===== src/rtl/core/cnbb_div.sv =====
// Restoring divider, one quotient bit per cycle.
// Self-contained; used by the top level to rebuild the column/row position.
module cnbb_div #(
	parameter int DIVIDEND_W = 27,
	parameter int DIVISOR_W  = 12
) (
	input  logic                  clk,
	input  logic                  arst_n,
	input  logic                  start,
	input  logic [DIVIDEND_W-1:0] dividend,
	input  logic [DIVISOR_W-1:0]  divisor,
	output logic                  done,
	output logic [DIVIDEND_W-1:0] quotient,
	output logic [DIVISOR_W-1:0]  remainder
);

	localparam int CW = $clog2(DIVIDEND_W + 1);

	logic                  busy_q;
	logic                  done_q;
	logic [CW-1:0]         cnt_q;
	logic [DIVIDEND_W-1:0] dvd_q;
	logic [DIVISOR_W-1:0]  rem_q;
	logic [DIVISOR_W:0]    trial;
	logic                  fits;

	assign trial = {rem_q, dvd_q[DIVIDEND_W-1]};
	assign fits  = trial >= {1'b0, divisor};

	always_ff @(posedge clk or negedge arst_n) begin
		if (!arst_n) begin
			busy_q <= 1'b0;
			done_q <= 1'b0;
			cnt_q  <= '0;
		end else begin
			done_q <= 1'b0;
			if (start) begin
				busy_q <= 1'b1;
				cnt_q  <= CW'(DIVIDEND_W);
			end else if (busy_q) begin
				cnt_q <= cnt_q - 1'b1;
				if (cnt_q == CW'(1)) begin
					busy_q <= 1'b0;
					done_q <= 1'b1;
				end
			end
		end
	end

	always_ff @(posedge clk) begin
		if (start) begin
			dvd_q <= dividend;
			rem_q <= '0;
		end else if (busy_q) begin
			dvd_q <= {dvd_q[DIVIDEND_W-2:0], fits};
			rem_q <= fits ? DIVISOR_W'(trial - {1'b0, divisor}) : DIVISOR_W'(trial);
		end
	end

	assign done      = done_q;
	assign quotient  = dvd_q;
	assign remainder = rem_q;

endmodule


===== config.mk =====
export PLATFORM = sky130hd
export DESIGN_NAME = cnbb_div
export DESIGN_NICKNAME = d
export VERILOG_FILES = /design/src/rtl/core/cnbb_div.sv
export SDC_FILE = /design/constraint.sdc
export NUM_CORES = 1
export LEC_CHECK = 0
export ABC_AREA = 1
export BUFFER_PORTS_ARGS = -buffer_cell sky130_fd_sc_hd__buf_2
export CORE_UTILIZATION = 52
export DETAILED_ROUTE_END_ITERATION = 6
export GPL_ROUTABILITY_DRIVEN = 0
export GPL_TIMING_DRIVEN = 1
export PLACE_DENSITY = 0.86
export REMOVE_ABC_BUFFERS = 1
export SYNTH_ARGS = -nofsm -noshare
export SYNTH_HDL_FRONTEND = slang
export SYNTH_SLANG_ARGS = --single-unit
export TNS_END_PERCENT = 5

===== constraint.sdc =====
create_clock -name clk -period 2.6 [get_ports clk]
set_clock_uncertainty 0.1 [all_clocks]
set_input_delay 0.78 -clock clk [delete_from_list [all_inputs] [get_ports clk]]
set_output_delay 0.78 -clock clk [all_outputs]
set_load 0.05 [all_outputs]

# After elaboration in Yosys (flattened, before gate mapping)
# Index checks and enable logic that the tools add are counted.
dict set report word_totals {
  register_bits 46
  input_bits 42
  output_inout_bits 40
  wordCells 21
}
dict set report classes {
  add_sub_neg 2
  magnitude_cmp 1
  n_eq_ne 1
  mux 11
  reduce_logical 1
}
# operator count
set op_table {}
lappend op_table {{2-to-1 mux 27 bit} 2}
lappend op_table {{greater-or-equal comparator 13 x 12 -> 1 bit} 1}
lappend op_table {{2-to-1 mux 12 bit} 1}
lappend op_table {{subtractor 12 bit} 1}
lappend op_table {{2-to-1 mux 5 bit} 2}
lappend op_table {{2-to-1 mux 1 bit} 6}
lappend op_table {{equality test 5 x 1 -> 1 bit (second input constant)} 1}
lappend op_table {{subtractor 5 x 1 -> 5 bit (second input constant)} 1}
lappend op_table {{nonzero test 2 bit} 1}

# Longest topological paths before layout
# Gate-level depths: netlist of the first run.
dict set report logic_depth {
  ltp_word 4
  depth_mapped 12
  depth_no_buf 12
}

# Least setup slack after synthesis of the first run
# Ideal clock, no wire load.
dict set report synth_timing {
  path_kind {input to register}
  from {input start}
  to {register dvd_q[0], in the netlist quotient[0] (enable)}
  setup_time_ns 0.382
  arrival_time_ns 1.826
  t_required_ns 2.118
  setup_slack_ns 0.292
  path_stages 4
  path_buffers 2
  path_cell_list {clkbuf_1 nor2_1 clkbuf_1 inv_1}
}
dict set report synth_via {
  elab_chain_cells 1
}
# item line_no
set synth_rtl {}
lappend synth_rtl {{start, declared} 9} ;# input logic start,
lappend synth_rtl {{nonzero test 2 bit (no line)} --}
lappend synth_rtl {{end signal, assigned} 52} ;# dvd_q <= dividend;
lappend synth_rtl {{end signal, assigned} 55} ;# dvd_q <= {dvd_q[DIVIDEND_W-2:0], fits};
lappend synth_rtl {{end, declared} 22} ;# logic [DIVIDEND_W-1:0] dvd_q;
# No other way between the ends.
# A chain may end at the register's enable or synchronous reset.

# Worst setup path in the final report of the first run
dict set report layout_timing {
  from {input divisor[0]}
  to {register rem_q[6], in the netlist remainder[6]}
}
dict set report layout_via {
  elab_chain_cells 2
  word_cells_on_any_way 3
  classes_between {add/sub: 1; order compare: 1; mux: 1}
}
# item line_no
set layout_rtl {}
lappend layout_rtl {{start, declared} 11} ;# input logic [DIVISOR_W-1:0] divisor,
lappend layout_rtl {{subtractor 12 bit / greater-or-equal comparator 13 x 12 -> 1 bit (equally long branches)} {56, 28}}
lappend layout_rtl {{2-to-1 mux 12 bit (*)} 56} ;# rem_q <= fits ? DIVISOR_W'(trial - {1'b0, divisor}) : DIVISOR_W'(trial);
lappend layout_rtl {{end signal, assigned} 56}
lappend layout_rtl {{end, declared} 23} ;# logic [DIVISOR_W-1:0] rem_q;
# Mark *: on every way between the ends. The rest lies on a longest branch, timed or not.

==> results.md, run 1 <==
- Status: finished, final reports clean
- Largest net degree at the start of global routing: 29
- Tmin final: 2210 ps
- Number of buffers created by CTS: 5
- Max_cap viols: 0
- Util after Layout: 0.666
- Yosys warns: 0
- DR pass1 iterations: 5
- Leak: 0.00195 uW
- Post-Synthesis Cells: roughly 390
- Initial core utilization: 0.551
- Post-route ant nets: 0
- Area contributors post-synth: edfxtp_1, nand2_1, dfxtp_1
- Setup TNS: 0 ps
- Finished Layout Cells: 541
- Starting DRC count in detailed routing: 185
- Final Net Count: 527
- Worst Hold Class: input pin to async pin
- Sequential share of power: 0.324
- # hold bufs at CTS: 0
- Area delta synth->final: 21.0%
- Die X: approximately 76 um
- Max-slew headroom: 0.788
- Worst Setup Start Kind: input pin
- Largest area contributor in the netlist: edfxtp_1
- Sequential share of the synthesized area: 0.428
- Via count: 2719
- Number of setup buffers added after CTS: 0
- Input/output buffers: 81
- Asr flop ratio synth: 0.152
- Peak VDD IR: approximately 0.45 mV
- Internal power: 1650 uW
- Crit. End Element: flop
- Sw power: 1440 uW
- Max clock buf depth: 2
- GR Overflow Total: 0
- Cell area power density: 890 nW/um^2
- Comb pwr share: 0.496
- Total chip power: 3090 uW
- Clk root buf: clkbuf_8
- WP data arrival: 2320 ps
- Number of diodes: 0
- Via density: 5.03
- Post-synth EDFFs: 27
- All-Layer GR Usage: 0.243
- Core area: around 5200 sq um
- First-pass GRT wire length: 11400 um
- Dpl cells: between 500 and 600
- Share of layout cells above drive strength 1: 0.244
- Clk pwr share: 0.180
- Netlist Area Pre-Place: about 2900 sq um
- RSZ-0062 raised after global routing: no
- Row count: 26
- Final HPWL DP: 5180 um
- Initial antenna violation count: 0
- Req. time, crit path: 2710 ps
- Full die area: 5810 sq um
- Clk sink count: 46
- Crit Path Class: input pin to flop
- DRC errors left: 0
- Post-synth top area share: 0.283
- Die Y-Extent: 76.2 um
- I/O Pins: 82
- Cts repair resizes: 0
- # fillers: 461
- H-tree levels: 2
- Total wire length: 6850 um
- Distinct cells, synth: 31
- Final Setup Violations: 0
- Yosys reg bits: 46
- Mean Syn Cell Area: 7.41 sq um
- Clk_lat worst skew: 300 ps
- Slew Viols, Final: 0
- Sw frac: 0.466
- Fin. Hold Viols: 0
- Slew at the pin with the worst max-slew slack: approximately 320 ps
- Clock transition at path regs: 90 ps
- Top cells by count, synth: nand2_1, inv_1, edfxtp_1, nand3_1, nor2_1
- Top FF cell, synth: edfxtp_1
- Wire length per cell: between 10 and 15 um
- Vias in the first global route: between 2000 and 3000
- Critical path fanouts, max: 3
- CTS tree: built
- Max Clk Rate: 453 MHz
- Final period util: 0.850
- Cell with the most instances after synthesis: nand2_1
## power by group through the flow
stage | Combinational (uW) | Clock, uW | Sequential [uW]
after floorplan | 782 | 0 | 1380
after global routing | 1670 | 590 | 1020
final | 1530 | 557 | 999
after detailed placement | 1520 | 0 | 1010
after CTS | 1520 | 564 | 1000
after global placement | 1480 | 0 | 1010
## area by class of cell
cell class / instances / area, sq um / area share
Inverter: 57 / 214 / 0.0617
Timing Repair Buffer: 89 / 465 / 0.134
Multi-Input combinational cell: 271 / 1360 / 0.393
Tap cell: 70 / 87.6 / 0.0253
Clock buffer: 5 / 68.8 / 0.0198
Sequential cell: 46 / 1230 / 0.354
Clock inverter: 3 / 43.8 / 0.0126
## sequential cells by signal (all words and copies together), names as in the netlist
signal,cells
done,1
remainder,12
quotient,27
cnt_q,5
busy_q,1
## cell usage in the layout (no fill, tap or decap), drive strengths merged, types with 2 or more instances in the layout
| master | Yosys | layout |
|---|---|---|
| o21ai | 6 | 6 |
| ha | 14 | 14 |
| nor2 | 22 | 22 |
| nand2 | 168 | 168 |
| nand4 | 15 | 15 |
| edfxtp | 27 | 27 |
| buf | 6 | 89 |
| dfrtp | 7 | 7 |
| xnor2 | 4 | 4 |
| nand3 | 28 | 28 |
| dfxtp | 12 | 12 |
| inv | 57 | 58 |
| clkbuf | 7 | 5 |
| a21oi | 7 | 7 |
| nor3 | 2 | 2 |
## worst paths after layout
path,endpoint,start,slack (ps),cells after the start
min in group clk,remainder[1],remainder[1],390,2
worst min-delay path,busy_q,arst_n,200,1
worst min register to register,remainder[1],remainder[1],390,2
max in group asynchronous,cnt_q[1],arst_n,2040,1
worst max-delay path,remainder[6],divisor[0],390,11
worst max register to register,remainder[6],quotient[26],570,11
## logic make-up after synthesis
group | count (synthesis) | synth area share
flip-flops | 46 | 0.428
AND/OR/NAND/NOR | 236 | 0.360
adder cells (fa/ha/maj) | 15 | 0.0681
buffers and inverters | 70 | 0.0969
XOR/XNOR | 5 | 0.0153
AO/OA/AOI/OAI | 15 | 0.0319
## per-stage QoR
stage	hold slack [ps]	cell area, sq um	setup slack (ps)
after global placement	375	3360	97.4
final	196	3470	391
after global routing	192	3470	314
after CTS	190	3470	425
after floorplan	357	2800	212
after detailed placement	381	3360	98.2
## routing by layer
layer	vias up	part of all wire	track usage
met4	0	0.030	0.0904
li1	1379	-	-
met3	23	0.061	0.0455
met1	1202	0.42	0.304
met5	-	0	0
met2	115	0.49	0.417
## critical path: stages
cell and delay [ps]:
buf_2 100, ha_1 210, fa_1 420, inv_1 100, nand3_1 70, nand3_1 150, nand2_1 110, a21boi_0 170
o21ai_0 100, nand3_1 80, nand2_1 40
Power figures use the tool's default switching activity.
==> run 2, diff against run 1 <==
Settings changed: ABC_AREA 1 to 0, CORE_UTILIZATION 52 to 51, PLACE_DENSITY 0.86 to 0.85.
Clock period 2.6 ns to 2.25 ns, I/O delays scaled along.
==> results.md, run 2 <==
- Status: finished with violations
- Violated checks: setup timing
- GR Overflow Total: 0
- Via count: 2342
- M2 GR Usage: 0.398
- Max_cap viols: 0
- Post-Synthesis Cells: 248
- DRC errors left: 0
- Reg2reg path depth: 8
- Total wire length: 6530 um
- Wire length per cell: 15.1 um
- Starting DRC count in detailed routing: approximately 110
- Yosys warns: 0
- Die Y-Extent: 74.4 um
- Clk_lat worst skew: 290 ps
- Most common cell after layout, fill and taps aside: buf_2
- Number of diodes: 0
- Post-synth top area share: 0.303
- Post-Place Worst Slack: -436 ps
- H-tree levels: 2
- All-Layer GR Usage: 0.228
- Distinct cells, synth: roughly 50
- Input/output buffers: 81
- Mean Syn Cell Area: roughly 11 sq um
- Initial antenna violation count: 0
- Top FF cell, synth: edfxtp_1
- Worst Hold Class: input pin to async pin
- Final Net Count: 421
- Fin Hold WS: 99.8 ps
- Max Clk Rate: 441 MHz
- Vias in the first global route: 2161
- Share of layout cells above drive strength 1: 0.510
- Area delta synth->final: 38.7%
- CTS tree: built
- Crit. End Element: flop
- Peak VDD IR: approximately 0.43 mV
- DR pass1 iterations: 5
- Clk root buf: clkbuf_8
- Largest register FFs: 27
- Post-synth EDFFs: 27
- Sequential share of the synthesized area: 0.459
- Core area: 4880 sq um
- Asr flop ratio synth: 0.152
- Slew at the pin with the worst max-slew slack: 624 ps
- Max clock buf depth: 2
- Clock transition at path regs: 80 ps
- GR Layer Usage met1: 0.275
- Slew Viols, Final: 0
- Max-slew headroom: 0.584
- Initial core utilization: 0.548
- Tmin final: 2270 ps
- Gr busiest metal: met2
- Cell area power density: 584 nW/um^2
- RSZ-0062 raised after global routing: yes
- Netlist Area Pre-Place: 2670 sq um
- Fin. Hold Viols: 0
- Largest area contributor in the netlist: edfxtp_1
- # hold bufs at CTS: 0
- Final HPWL DP: 4520 um
- Setup TNS: -26.1 ps
- Leak: approximately 0.0016 uW
- Final worst slack: -19.3 ps
- WP data arrival: ~2400 ps
- Largest net degree at the start of global routing: 33
- Number of buffers created by CTS: 5
- Req. time, crit path: 2370 ps
- M3 GR Usage: 0.0447
- Yosys reg bits: between 40 and 50
- Area contributors post-synth: edfxtp_1, mux2_2, dfxtp_1
- Util after Layout: 0.760
- Clk sink count: 46
- Crit Path Class: input pin to flop
- Commonest cells after routing, fill and taps aside: buf_2, buf_4, mux2_2, edfxtp_1, nand2_1
- Final Setup Violations: 2
- Top cells by count, synth: edfxtp_1, mux2_2, nand2_1, nor2_1, inv_1
- Critical path fanouts, max: 5
- First-pass GRT wire length: 9450 um
- Full die area: 5540 sq um
- Die X: 74.4 um
- Worst Setup Start Kind: input pin
- Final period util: 1.01
- Via density: approximately 5.4
- Total chip power: 2170 uW
- Row count: 25
- Post-route ant nets: 0
- I/O Pins: 82
run 2: cell count changes after synthesis, sizes merged, moves of 3 or more:
| cell | change |
|---|---|
| o21ai | +6 |
| nand4 | -14 |
| a21o | +4 |
| mux2 | +28 |
| a31oi | +3 |
| a311oi | +7 |
| inv | -40 |
| xor2 | +3 |
| or3 | +4 |
| nand3 | -23 |
| o21a | +3 |
| nand2 | -142 |
| nor3b | +4 |
run 2: per-stage QoR:
stage,instances,cell area [sq um]
CTS,431,3590
global route,432,3710
global placement,420,3370
floorplan,236,2610
finish,432,3710
detailed placement,420,3370
run 2: final timing paths:
| check | start | endpoint | slack (ps) |
|---|---|---|---|
| setup / recovery | divisor[4] | remainder[0] | -20 |
| hold reg to reg | remainder[8] | remainder[9] | 430 |
| min in group clk | remainder[8] | remainder[9] | 430 |
| hold / removal | arst_n | cnt_q[0] | 100 |
| setup reg to reg | quotient[26] | remainder[0] | 70 |
| max in group asynchronous | arst_n | cnt_q[3] | 1800 |
run 2: area by class of cell:
type                            instances  area [sq um]
Tap cell                               67          83.8
Timing Repair Buffer                  120           718
Clock buffer                            6          72.6
Sequential cell                        46          1230
Clock inverter                          2          37.5
Inverter                               17          66.3
Multi-Input combinational cell        174          1500
Fill cell                             328          1170
run 2: kinds of logic after synthesis:
family                   Yosys count  share of synthesized area
AO/OA/AOI/OAI                     51                      0.147
XOR/XNOR                          10                     0.0328
adder cells (fa/ha/maj)           15                     0.0730
buffers and inverters             29                     0.0463
flip-flops                        46                      0.459
multiplexers                      29                      0.123
AND/OR/NAND/NOR                   68                      0.119
run 2: per-layer routing:
metal | wire (um) | share of wire | vias up
met5 | 0 | 0 | -
met4 | 166 | 0.025 | 0
met3 | 379 | 0.058 | 15
met2 | 3410 | 0.52 | 88
met1 | 2570 | 0.39 | 1111
li1 | - | - | 1128
run 2: critical path: stages:
cell and delay [ps]:
buf_6 80, inv_4 30, ha_4 260, a21o_1 200
o31ai_4 360, a21o_1 270, mux2_4 330, a211oi_2 190
run 2: timing repair:
item | CTS | global route
resized for setup | 15 | 18
cloned | 1 | 0
hold endpoints to repair | 0 | 0
buffers inserted | 2 | 1
pin swaps | 9 | 13
setup endpoints to repair | 12 | 13
run 2: power by group:
part,internal (uW),switching [uW],total [uW]
logic,213,353,566
registers,958,36.7,995
clock network,331,274,606
